`config.mk`:
```
export PLATFORM = sky130hd
export DESIGN_NAME = delta_huffman_word_decoder_unit
export DESIGN_NICKNAME = d
export VERILOG_FILES = /design/src/sv/dhwd_pkg.sv /design/src/sv/delta_huffman_word_decoder_unit.sv /design/src/sv/dhwd_front.sv /design/src/sv/dhwd_queue.sv /design/src/sv/dhwd_back.sv
export SDC_FILE = /design/constraint.sdc
export NUM_CORES = 1
export LEC_CHECK = 0
export ABC_CLOCK_PERIOD_IN_PS = 11700
export BUFFER_PORTS_ARGS = -buffer_cell sky130_fd_sc_hd__buf_4
export CORE_MARGIN = 2
export CORE_UTILIZATION = 60
export DETAILED_ROUTE_END_ITERATION = 10
export GPL_TIMING_DRIVEN = 0
export PLACE_DENSITY = 0.78
export SLEW_MARGIN = 5
export SYNTH_ARGS = -nofsm -noshare
export SYNTH_HDL_FRONTEND = slang
export SYNTH_HIERARCHICAL = 1
export SYNTH_SLANG_ARGS = --single-unit
```
`constraint.sdc`:
```
create_clock -name clk -period 11.7 [get_ports clk]
set_clock_uncertainty 0.05 [all_clocks]
set_input_delay 1.755 -clock clk [delete_from_list [all_inputs] [get_ports clk]]
set_output_delay 1.755 -clock clk [all_outputs]
set_load 0.05 [all_outputs]
```
`src/sv/dhwd_pkg.sv`:
```
package dhwd_pkg;

    localparam int WORD_W      = 16;
    localparam int CFG_W       = 14;
    localparam int LIT_W       = 11;
    localparam int CODE_W      = 15;
    localparam int STATUS_W    = 2;
    localparam int QUEUE_DEPTH = 2;
    localparam int MAX_ZEROS   = 6;

    localparam logic [CFG_W-1:0] MAX_SAMPLES_RESET = 14'd9600;

    localparam logic [STATUS_W-1:0] STATUS_OK       = 2'd0;
    localparam logic [STATUS_W-1:0] STATUS_BAD_CODE = 2'd1;
    localparam logic [STATUS_W-1:0] STATUS_OVERFLOW = 2'd2;

    // Delta selected by the number of zeros before a code's closing one
    localparam logic [WORD_W-1:0] DELTA_TABLE [0:MAX_ZEROS] = '{
        16'h0000, 16'hffff, 16'h0001, 16'hfffe, 16'h0002, 16'hfffd, 16'h0003
    };

    // Classified word: literal value, or the code bits above the padding bit
    typedef struct packed {
        logic              literal;
        logic              first;
        logic [CODE_W-1:0] data;
    } entry_t;

endpackage

```
`src/sv/delta_huffman_word_decoder_unit.sv`:
```
// Delta/Huffman word decoder for one channel of packed sample words.
// Input channel (in_valid/in_ready): one 16-bit word plus first_of_channel
// per transaction. A word with bit 15 clear is a literal 11-bit sample; a
// word with bit 15 set holds coded deltas above a padding bit.
// Output channel (out_valid/out_ready): one result per transaction, with
// sample, status (ok, bad code, overflow) and last_of_word on the final
// result of each word. Ignored words (halted channel, padding only) give none.
// Configuration: cfg_write_en/cfg_write_data load max_samples;
// write it only while the block is idle.
// A literal passes through the queue, the work registers and the output register.
// Throughput: while the output is not stalled, the back end retires one result
// per cycle; literals stream at one per cycle.
// A two-entry queue sits between the front classifier and the back end, so
// the input keeps accepting while the output is stalled until it fills.
// Reset clears the reference value, sample count, halt flag and queue, and
// loads max_samples with 9600. A stalled receiver holds the output result.
module delta_huffman_word_decoder_unit
#(
    parameter int COUNT_WIDTH = 14
)
(
    input  logic                          clk,
    input  logic                          rst_n,
    input  logic                          cfg_write_en,
    input  logic [dhwd_pkg::CFG_W-1:0]    cfg_write_data,
    input  logic                          in_valid,
    output logic                          in_ready,
    input  logic [dhwd_pkg::WORD_W-1:0]   word,
    input  logic                          first_of_channel,
    output logic                          out_valid,
    input  logic                          out_ready,
    output logic [dhwd_pkg::WORD_W-1:0]   sample,
    output logic [dhwd_pkg::STATUS_W-1:0] status,
    output logic                          last_of_word
);

    logic [dhwd_pkg::CFG_W-1:0] max_samples_reg;
    dhwd_pkg::entry_t           front_entry;
    dhwd_pkg::entry_t           q_head;
    logic                       q_full, q_not_empty, q_pop;

    // Hold the sample limit; reload on every configuration write
    always_ff @(posedge clk or negedge rst_n)
    begin
        if (!rst_n)
        begin
            max_samples_reg <= dhwd_pkg::MAX_SAMPLES_RESET;
        end
        else if (cfg_write_en)
        begin
            max_samples_reg <= cfg_write_data;
        end
    end

    // Classify the word as it arrives: literal value or code bits
    dhwd_front u_front
    (
        .word             (word),
        .first_of_channel (first_of_channel),
        .entry            (front_entry)
    );

    assign in_ready = ~q_full;

    dhwd_queue u_queue
    (
        .clk        (clk),
        .rst_n      (rst_n),
        .push       (in_valid),
        .push_entry (front_entry),
        .full       (q_full),
        .pop        (q_pop),
        .not_empty  (q_not_empty),
        .head       (q_head)
    );

    // Apply channel state and retire one result per cycle while the output is not stalled
    dhwd_back
    #(
        .COUNT_WIDTH (COUNT_WIDTH)
    )
    u_back
    (
        .clk          (clk),
        .rst_n        (rst_n),
        .max_samples  (max_samples_reg),
        .q_valid      (q_not_empty),
        .q_head       (q_head),
        .q_pop        (q_pop),
        .out_valid    (out_valid),
        .out_ready    (out_ready),
        .sample       (sample),
        .status       (status),
        .last_of_word (last_of_word)
    );

endmodule

```
`src/sv/dhwd_front.sv`:
```
module dhwd_front
(
    input  logic [dhwd_pkg::WORD_W-1:0] word,
    input  logic                        first_of_channel,
    output dhwd_pkg::entry_t            entry
);

    logic [3:0]                  pad_pos;
    logic [dhwd_pkg::WORD_W-1:0] above_pad;

    // Locate the padding bit: the lowest set bit of the word
    always_comb
    begin
        pad_pos = 4'd0;
        for (int i = dhwd_pkg::WORD_W - 1; i >= 0; i--)
        begin
            if (word[i])
            begin
                pad_pos = 4'(i);
            end
        end
    end

    assign above_pad = (word >> pad_pos) >> 1;

    always_comb
    begin
        entry.literal = ~word[dhwd_pkg::WORD_W-1];
        entry.first   = first_of_channel;
        if (entry.literal)
        begin
            entry.data = {{(dhwd_pkg::CODE_W - dhwd_pkg::LIT_W){1'b0}},
                          word[dhwd_pkg::LIT_W-1:0]};
        end
        else
        begin
            entry.data = above_pad[dhwd_pkg::CODE_W-1:0];
        end
    end

endmodule

```
`src/sv/dhwd_queue.sv`:
```
module dhwd_queue
(
    input  logic             clk,
    input  logic             rst_n,
    input  logic             push,
    input  dhwd_pkg::entry_t push_entry,
    output logic             full,
    input  logic             pop,
    output logic             not_empty,
    output dhwd_pkg::entry_t head
);

    localparam int PTR_W = $clog2(dhwd_pkg::QUEUE_DEPTH);
    localparam int CNT_W = $clog2(dhwd_pkg::QUEUE_DEPTH + 1);

    dhwd_pkg::entry_t   slots_reg [0:dhwd_pkg::QUEUE_DEPTH-1];
    logic [PTR_W-1:0]   wr_ptr_reg, wr_ptr_next;
    logic [PTR_W-1:0]   rd_ptr_reg, rd_ptr_next;
    logic [CNT_W-1:0]   count_reg, count_next;
    logic               do_push, do_pop;

    assign full      = (count_reg == CNT_W'(dhwd_pkg::QUEUE_DEPTH));
    assign not_empty = (count_reg != '0);
    assign head      = slots_reg[rd_ptr_reg];
    assign do_push   = push & ~full;
    assign do_pop    = pop & not_empty;

    always_comb
    begin
        wr_ptr_next = wr_ptr_reg;
        rd_ptr_next = rd_ptr_reg;
        count_next  = count_reg;
        if (do_push)
        begin
            wr_ptr_next = (wr_ptr_reg == PTR_W'(dhwd_pkg::QUEUE_DEPTH - 1)) ? '0
                        : wr_ptr_reg + PTR_W'(1);
        end
        if (do_pop)
        begin
            rd_ptr_next = (rd_ptr_reg == PTR_W'(dhwd_pkg::QUEUE_DEPTH - 1)) ? '0
                        : rd_ptr_reg + PTR_W'(1);
        end
        if (do_push && !do_pop)
        begin
            count_next = count_reg + CNT_W'(1);
        end
        else if (do_pop && !do_push)
        begin
            count_next = count_reg - CNT_W'(1);
        end
    end

    always_ff @(posedge clk or negedge rst_n)
    begin
        if (!rst_n)
        begin
            wr_ptr_reg <= '0;
            rd_ptr_reg <= '0;
            count_reg  <= '0;
        end
        else
        begin
            wr_ptr_reg <= wr_ptr_next;
            rd_ptr_reg <= rd_ptr_next;
            count_reg  <= count_next;
        end
    end

    always_ff @(posedge clk)
    begin
        if (do_push)
        begin
            slots_reg[wr_ptr_reg] <= push_entry;
        end
    end

endmodule

```
`src/sv/dhwd_back.sv`:
```
module dhwd_back
#(
    parameter int COUNT_WIDTH = 14
)
(
    input  logic                          clk,
    input  logic                          rst_n,
    input  logic [dhwd_pkg::CFG_W-1:0]    max_samples,
    input  logic                          q_valid,
    input  dhwd_pkg::entry_t              q_head,
    output logic                          q_pop,
    output logic                          out_valid,
    input  logic                          out_ready,
    output logic [dhwd_pkg::WORD_W-1:0]   sample,
    output logic [dhwd_pkg::STATUS_W-1:0] status,
    output logic                          last_of_word
);

    localparam int CMP_W = (COUNT_WIDTH > dhwd_pkg::CFG_W) ? COUNT_WIDTH : dhwd_pkg::CFG_W;

    // Channel state
    logic [dhwd_pkg::WORD_W-1:0]   ref_reg, ref_next;
    logic [COUNT_WIDTH-1:0]        count_reg, count_next;
    logic                          halted_reg, halted_next;

    // Word in progress
    logic                          work_valid_reg;
    logic                          lit_reg;
    logic                          first_reg;
    logic                          first_step_reg;
    logic [dhwd_pkg::CODE_W-1:0]   code_reg, code_next;

    // Output register
    logic                          out_valid_reg;
    logic [dhwd_pkg::WORD_W-1:0]   sample_reg, sample_next;
    logic [dhwd_pkg::STATUS_W-1:0] status_reg, status_next;
    logic                          last_reg, last_next;

    logic                          slot_free, step, emit, done, take, clear_now;
    logic [dhwd_pkg::WORD_W-1:0]   ref_eff;
    logic [COUNT_WIDTH-1:0]        count_eff, count_inc;
    logic                          halted_eff;
    logic [3:0]                    low_pos;
    logic [dhwd_pkg::CODE_W-1:0]   code_shifted;

    assign slot_free = ~out_valid_reg | out_ready;
    assign step      = work_valid_reg & slot_free;
    assign take      = q_valid & (~work_valid_reg | (step & done));
    assign q_pop     = take;

    assign clear_now  = first_reg & first_step_reg;
    assign ref_eff    = clear_now ? '0 : ref_reg;
    assign count_eff  = clear_now ? '0 : count_reg;
    assign halted_eff = clear_now ? 1'b0 : halted_reg;
    assign count_inc  = (count_eff == '1) ? count_eff : count_eff + COUNT_WIDTH'(1);

    // Lowest set bit of the remaining code bits closes the next code
    always_comb
    begin
        low_pos = 4'd0;
        for (int i = dhwd_pkg::CODE_W - 1; i >= 0; i--)
        begin
            if (code_reg[i])
            begin
                low_pos = 4'(i);
            end
        end
    end

    assign code_shifted = (code_reg >> low_pos) >> 1;

    always_comb
    begin
        ref_next    = ref_eff;
        count_next  = count_eff;
        halted_next = halted_eff;
        code_next   = code_reg;
        sample_next = '0;
        status_next = dhwd_pkg::STATUS_OK;
        last_next   = 1'b1;
        emit        = 1'b0;
        done        = 1'b1;
        if (first_step_reg && halted_eff)
        begin
            // drop the word
        end
        else if (first_step_reg && (CMP_W'(count_eff) > CMP_W'(max_samples)))
        begin
            emit        = 1'b1;
            status_next = dhwd_pkg::STATUS_OVERFLOW;
            halted_next = 1'b1;
        end
        else if (first_step_reg && lit_reg)
        begin
            emit        = 1'b1;
            ref_next    = dhwd_pkg::WORD_W'(code_reg[dhwd_pkg::LIT_W-1:0]);
            sample_next = ref_next;
            count_next  = count_inc;
        end
        else if (code_reg == '0)
        begin
            // padding only: nothing left to decode
        end
        else if (low_pos > 4'(dhwd_pkg::MAX_ZEROS))
        begin
            emit        = 1'b1;
            status_next = dhwd_pkg::STATUS_BAD_CODE;
            halted_next = 1'b1;
        end
        else
        begin
            emit        = 1'b1;
            ref_next    = ref_eff + dhwd_pkg::DELTA_TABLE[low_pos[2:0]];
            sample_next = ref_next;
            count_next  = count_inc;
            code_next   = code_shifted;
            last_next   = (code_shifted == '0);
            done        = last_next;
        end
    end

    always_ff @(posedge clk or negedge rst_n)
    begin
        if (!rst_n)
        begin
            ref_reg        <= '0;
            count_reg      <= '0;
            halted_reg     <= 1'b0;
            work_valid_reg <= 1'b0;
            first_step_reg <= 1'b0;
            out_valid_reg  <= 1'b0;
        end
        else
        begin
            if (step)
            begin
                ref_reg    <= ref_next;
                count_reg  <= count_next;
                halted_reg <= halted_next;
            end
            if (take)
            begin
                work_valid_reg <= 1'b1;
                first_step_reg <= 1'b1;
            end
            else if (step)
            begin
                work_valid_reg <= ~done;
                first_step_reg <= 1'b0;
            end
            if (step && emit)
            begin
                out_valid_reg <= 1'b1;
            end
            else if (out_ready)
            begin
                out_valid_reg <= 1'b0;
            end
        end
    end

    always_ff @(posedge clk)
    begin
        if (take)
        begin
            lit_reg   <= q_head.literal;
            first_reg <= q_head.first;
            code_reg  <= q_head.data;
        end
        else if (step)
        begin
            code_reg <= code_next;
        end
        if (step && emit)
        begin
            sample_reg <= sample_next;
            status_reg <= status_next;
            last_reg   <= last_next;
        end
    end

    assign out_valid    = out_valid_reg;
    assign sample       = sample_reg;
    assign status       = status_reg;
    assign last_of_word = last_reg;

endmodule
```
==> results by group <==
Die
  • DIE WIDTH: 122 um
  • Initial Utilization: 0.607
  • Area of the core: 13700 sq um
  • Io pins: 57
  • Row count: 43
  • Die ar.: 14800 sq um
  • Die Y: 122 um

GRT
  • First-pass GRT wire length: 33900 um
  • Grt ovf: 0
  • Antenna violations before repair: 0
  • Largest net degree at the start of global routing: 53
  • GRT Overall Usage: 0.292
  • Vias in the first global route: 6815

Critical path
  • Type of destination of the critical path: register
  • Slowest CP cell: a2111oi_1
  • Data arrival, critical path: 5890 ps
  • Top cell family by delay on the critical path: compound AO/OA/AOI/OAI gates
  • Most frequent CP cell: a21o_1
  • CP Buf/Inv Count: 2
  • Critical Path Source: u_back/code_reg[7]
  • Max FO, Critical Path: 14
  • Crit-path cells: or2_2 > a2111oi_1 > o21a_1 > nor2_1 > inv_2 > buf_2 > ha_1 > a21o_1 > ha_1 > a21o_1 > a21o_1 > a31o_2 > a211oi_1 > o21bai_1 > a21oi_1 > o21ai_0 > xnor2_1 > nor2_1
  • Reg-to-reg startpoint: u_back/code_reg[7]
  • Crit path largest cell delay: 570 ps
  • Critical path type: reg -> reg
  • Startpoint type of the worst setup path: register
  • WP data required: 11800 ps

CTS
  • CTS buffer count: 17
  • Clk_lat worst skew: 410 ps
  • CTS tree: yes
  • Setup Fix Bufs, Post-CTS: 0
  • Clk slew on worst S/H paths: 60 ps
  • Clock root cell: clkbuf_16
  • CTS sink cnt: 122
  • Clock Tree Buf Depth: 2
  • Post-CTS sizing: 0
  • CTS Hold Buffers Added: 0
  • H-Tree Depth: 4

Finish
  • Fin util: 0.692
  • Final Net Count: 989
  • Max FFs per register: 34
  • Final Cell Area: 9490 sq um
  • Layout cells sized above 1: 0.174
  • # diodes: 0
  • Synth-to-Final Area Change: 14.0%
  • Fin cells: 1111

Detailed routing
  • Routed wire length per instance: 18.9 um
  • Vias post-DR: 7102
  • # DRC: 0
  • 1st-iter DRT viols: 654
  • DRT Pass-1 Iters: 5
  • Antenna viol nets, final: 0
  • Post-Route WL: 20900 um
  • Routed vias/inst: 6.39

Yosys
  • Syn. warnings: 6
  • Sequential fraction of the synthesis area: 0.409
  • Synth area leader: edfxtp_1
  • Cell Area, Synth: 8330 sq um
  • Number of synthesized flops with an enable pin: 70
  • Async S/R FF share, synth: 0.426
  • Largest cells by area after synthesis: edfxtp_1 (25%), dfrtp_1 (14%), ha_1 (5.1%), mux2_2 (4.3%), nand2_1 (3.2%)
  • Syn nets: 920
  • Yosys cell types: 84
  • Seq cells post-synth: 122
  • Avg Inst Size Synth: 9.81 sq um
  • Post-synth top area share: 0.252
  • Post-Synthesis Cells: 849
  • Main flop type after synthesis: edfxtp_1

Pwr
  • Total leakage power: 4.09 nW
  • Max VDD drop: 0.000162 V
  • PwrDens: 301 nW/um^2

STA
  • Final TNS setup: 0 ps
  • Final setup fails: 0
  • Final Max Tran Viols: 0
  • Fmax: 172 MHz
  • Relative slew slack: 0.359
  • Final hold vios: 0
  • Period utilization: 0.496
  • Final critical-path required period: 5800 ps
  • RSZ-0062 raised after global routing: no
  • Worst slew pin tran: 962 ps

Placement
  • DP Wirelength: 15500 um
  • Post-place instance area: 8950 sq um
  • Port-buffer cells: 49
  • Dpl cells: 1079
  • Placer Congestion: 0.994

Hold path
  • Hold Path Origin: u_back/ref_reg[13]
  • Worst min-delay path class: reg -> reg

Job
  • # Max-Cap Violations: 0

Run status
  • Outcome: completed
## cell usage after synthesis (all sizes together) (11+ instances only)
library cell and instances:
a22o 27, a21oi 40, mux2i 20, buf 19
a21o 14, nand2 73, nand3 21, and2 34
ha 34, nor2 64, nor4 13, xnor2 17
o21ai 38, inv 50, a211oi 11, dfrtp 48
mux2 42, nor2b 15, nor3 25, edfxtp 70
clkbuf 21
## layout make-up
class / count / area [sq um]
timing repair buffer: 50 / 383
clock buffer: 25 / 497
buffer: 40 / 229
tap: 180 / 225
sequential: 122 / 3410
fill: 1043 / 4230
inverter: 50 / 188
multi-input combinational: 637 / 4520
clock inverter: 7 / 40.0
## metal layers
metal  wire length, um  part of all wire  GRT usage
met3              1260             0.060     0.0524
met2             10300              0.49      0.489
met1              9000              0.43      0.381
met4               437             0.021      0.106
met5                 0                 0          0
## logic make-up (layout without fill, tap and decap cells)
kind of cell | count (synthesis) | in the layout | share of synthesized area
AOI/OAI and AO/OA | 226 | 226 | 0.197
DFF | 122 | 122 | 0.409
xor gates and xnor gates | 27 | 27 | 0.0284
muxes | 62 | 62 | 0.0869
buffers and inverters | 90 | 172 | 0.0500
adders and majority gates | 35 | 35 | 0.0535
and+or+nand+nor | 287 | 287 | 0.175
## power breakdown
part           internal, mW  switching, mW
clock                 0.293          0.175
combinational         0.647          0.962
sequential            0.677          0.100
total                  1.62           1.24
## cells in the final DEF, fill, tap and decap left out, types with 7 or more instances in the layout
cell       count
nor2_1        63
nor4_1        13
nor2b_1       15
clkbuf_1      25
nor3_1        23
and2_1        33
edfxtp_1      70
o22ai_1        7
a22o_1        26
a21oi_1       39
nand2b_1       7
xor2_1        10
mux2i_1       19
dfrtp_1       48
mux2_2        32
a211oi_1      10
clkbuf_16     18
ha_1          34
o211ai_1       7
xnor2_1       17
o21a_1        10
o21ai_0       32
nand2_1       72
a21o_1        14
mux2_4        10
and3_1         9
nand3_1       21
inv_1         48
buf_4         50
buf_2          9
## per-stage QoR
step	setup slack [ps]	power [mW]	hold slack, ps
6_report	5900	2.85	434
5_1_grt	5650	3.03	454
4_1_cts	6020	2.83	435
3_5_place_dp	6070	2.34	418
3_3_place_gp	6150	2.29	416
2_1_floorplan	6940	1.96	398
## path summary, 6_finish.rpt
| kind | depth (start not counted) | to | slack (ps) |
|---|---|---|---|
| worst min register to register | 1 | u_back/ref_reg[13] | 430 |
| worst min-delay path | 1 | u_back/ref_reg[13] | 430 |
| min in group asynchronous | 1 | max_samples_reg[1] | 1340 |
| worst max-delay path | 18 | u_back/sample[13] | 5900 |
| worst max register to register | 18 | u_back/sample[13] | 5900 |
| max in group asynchronous | 1 | u_back/ref_reg[8] | 9810 |
No activity file was read; power rests on OpenSTA's default activity.
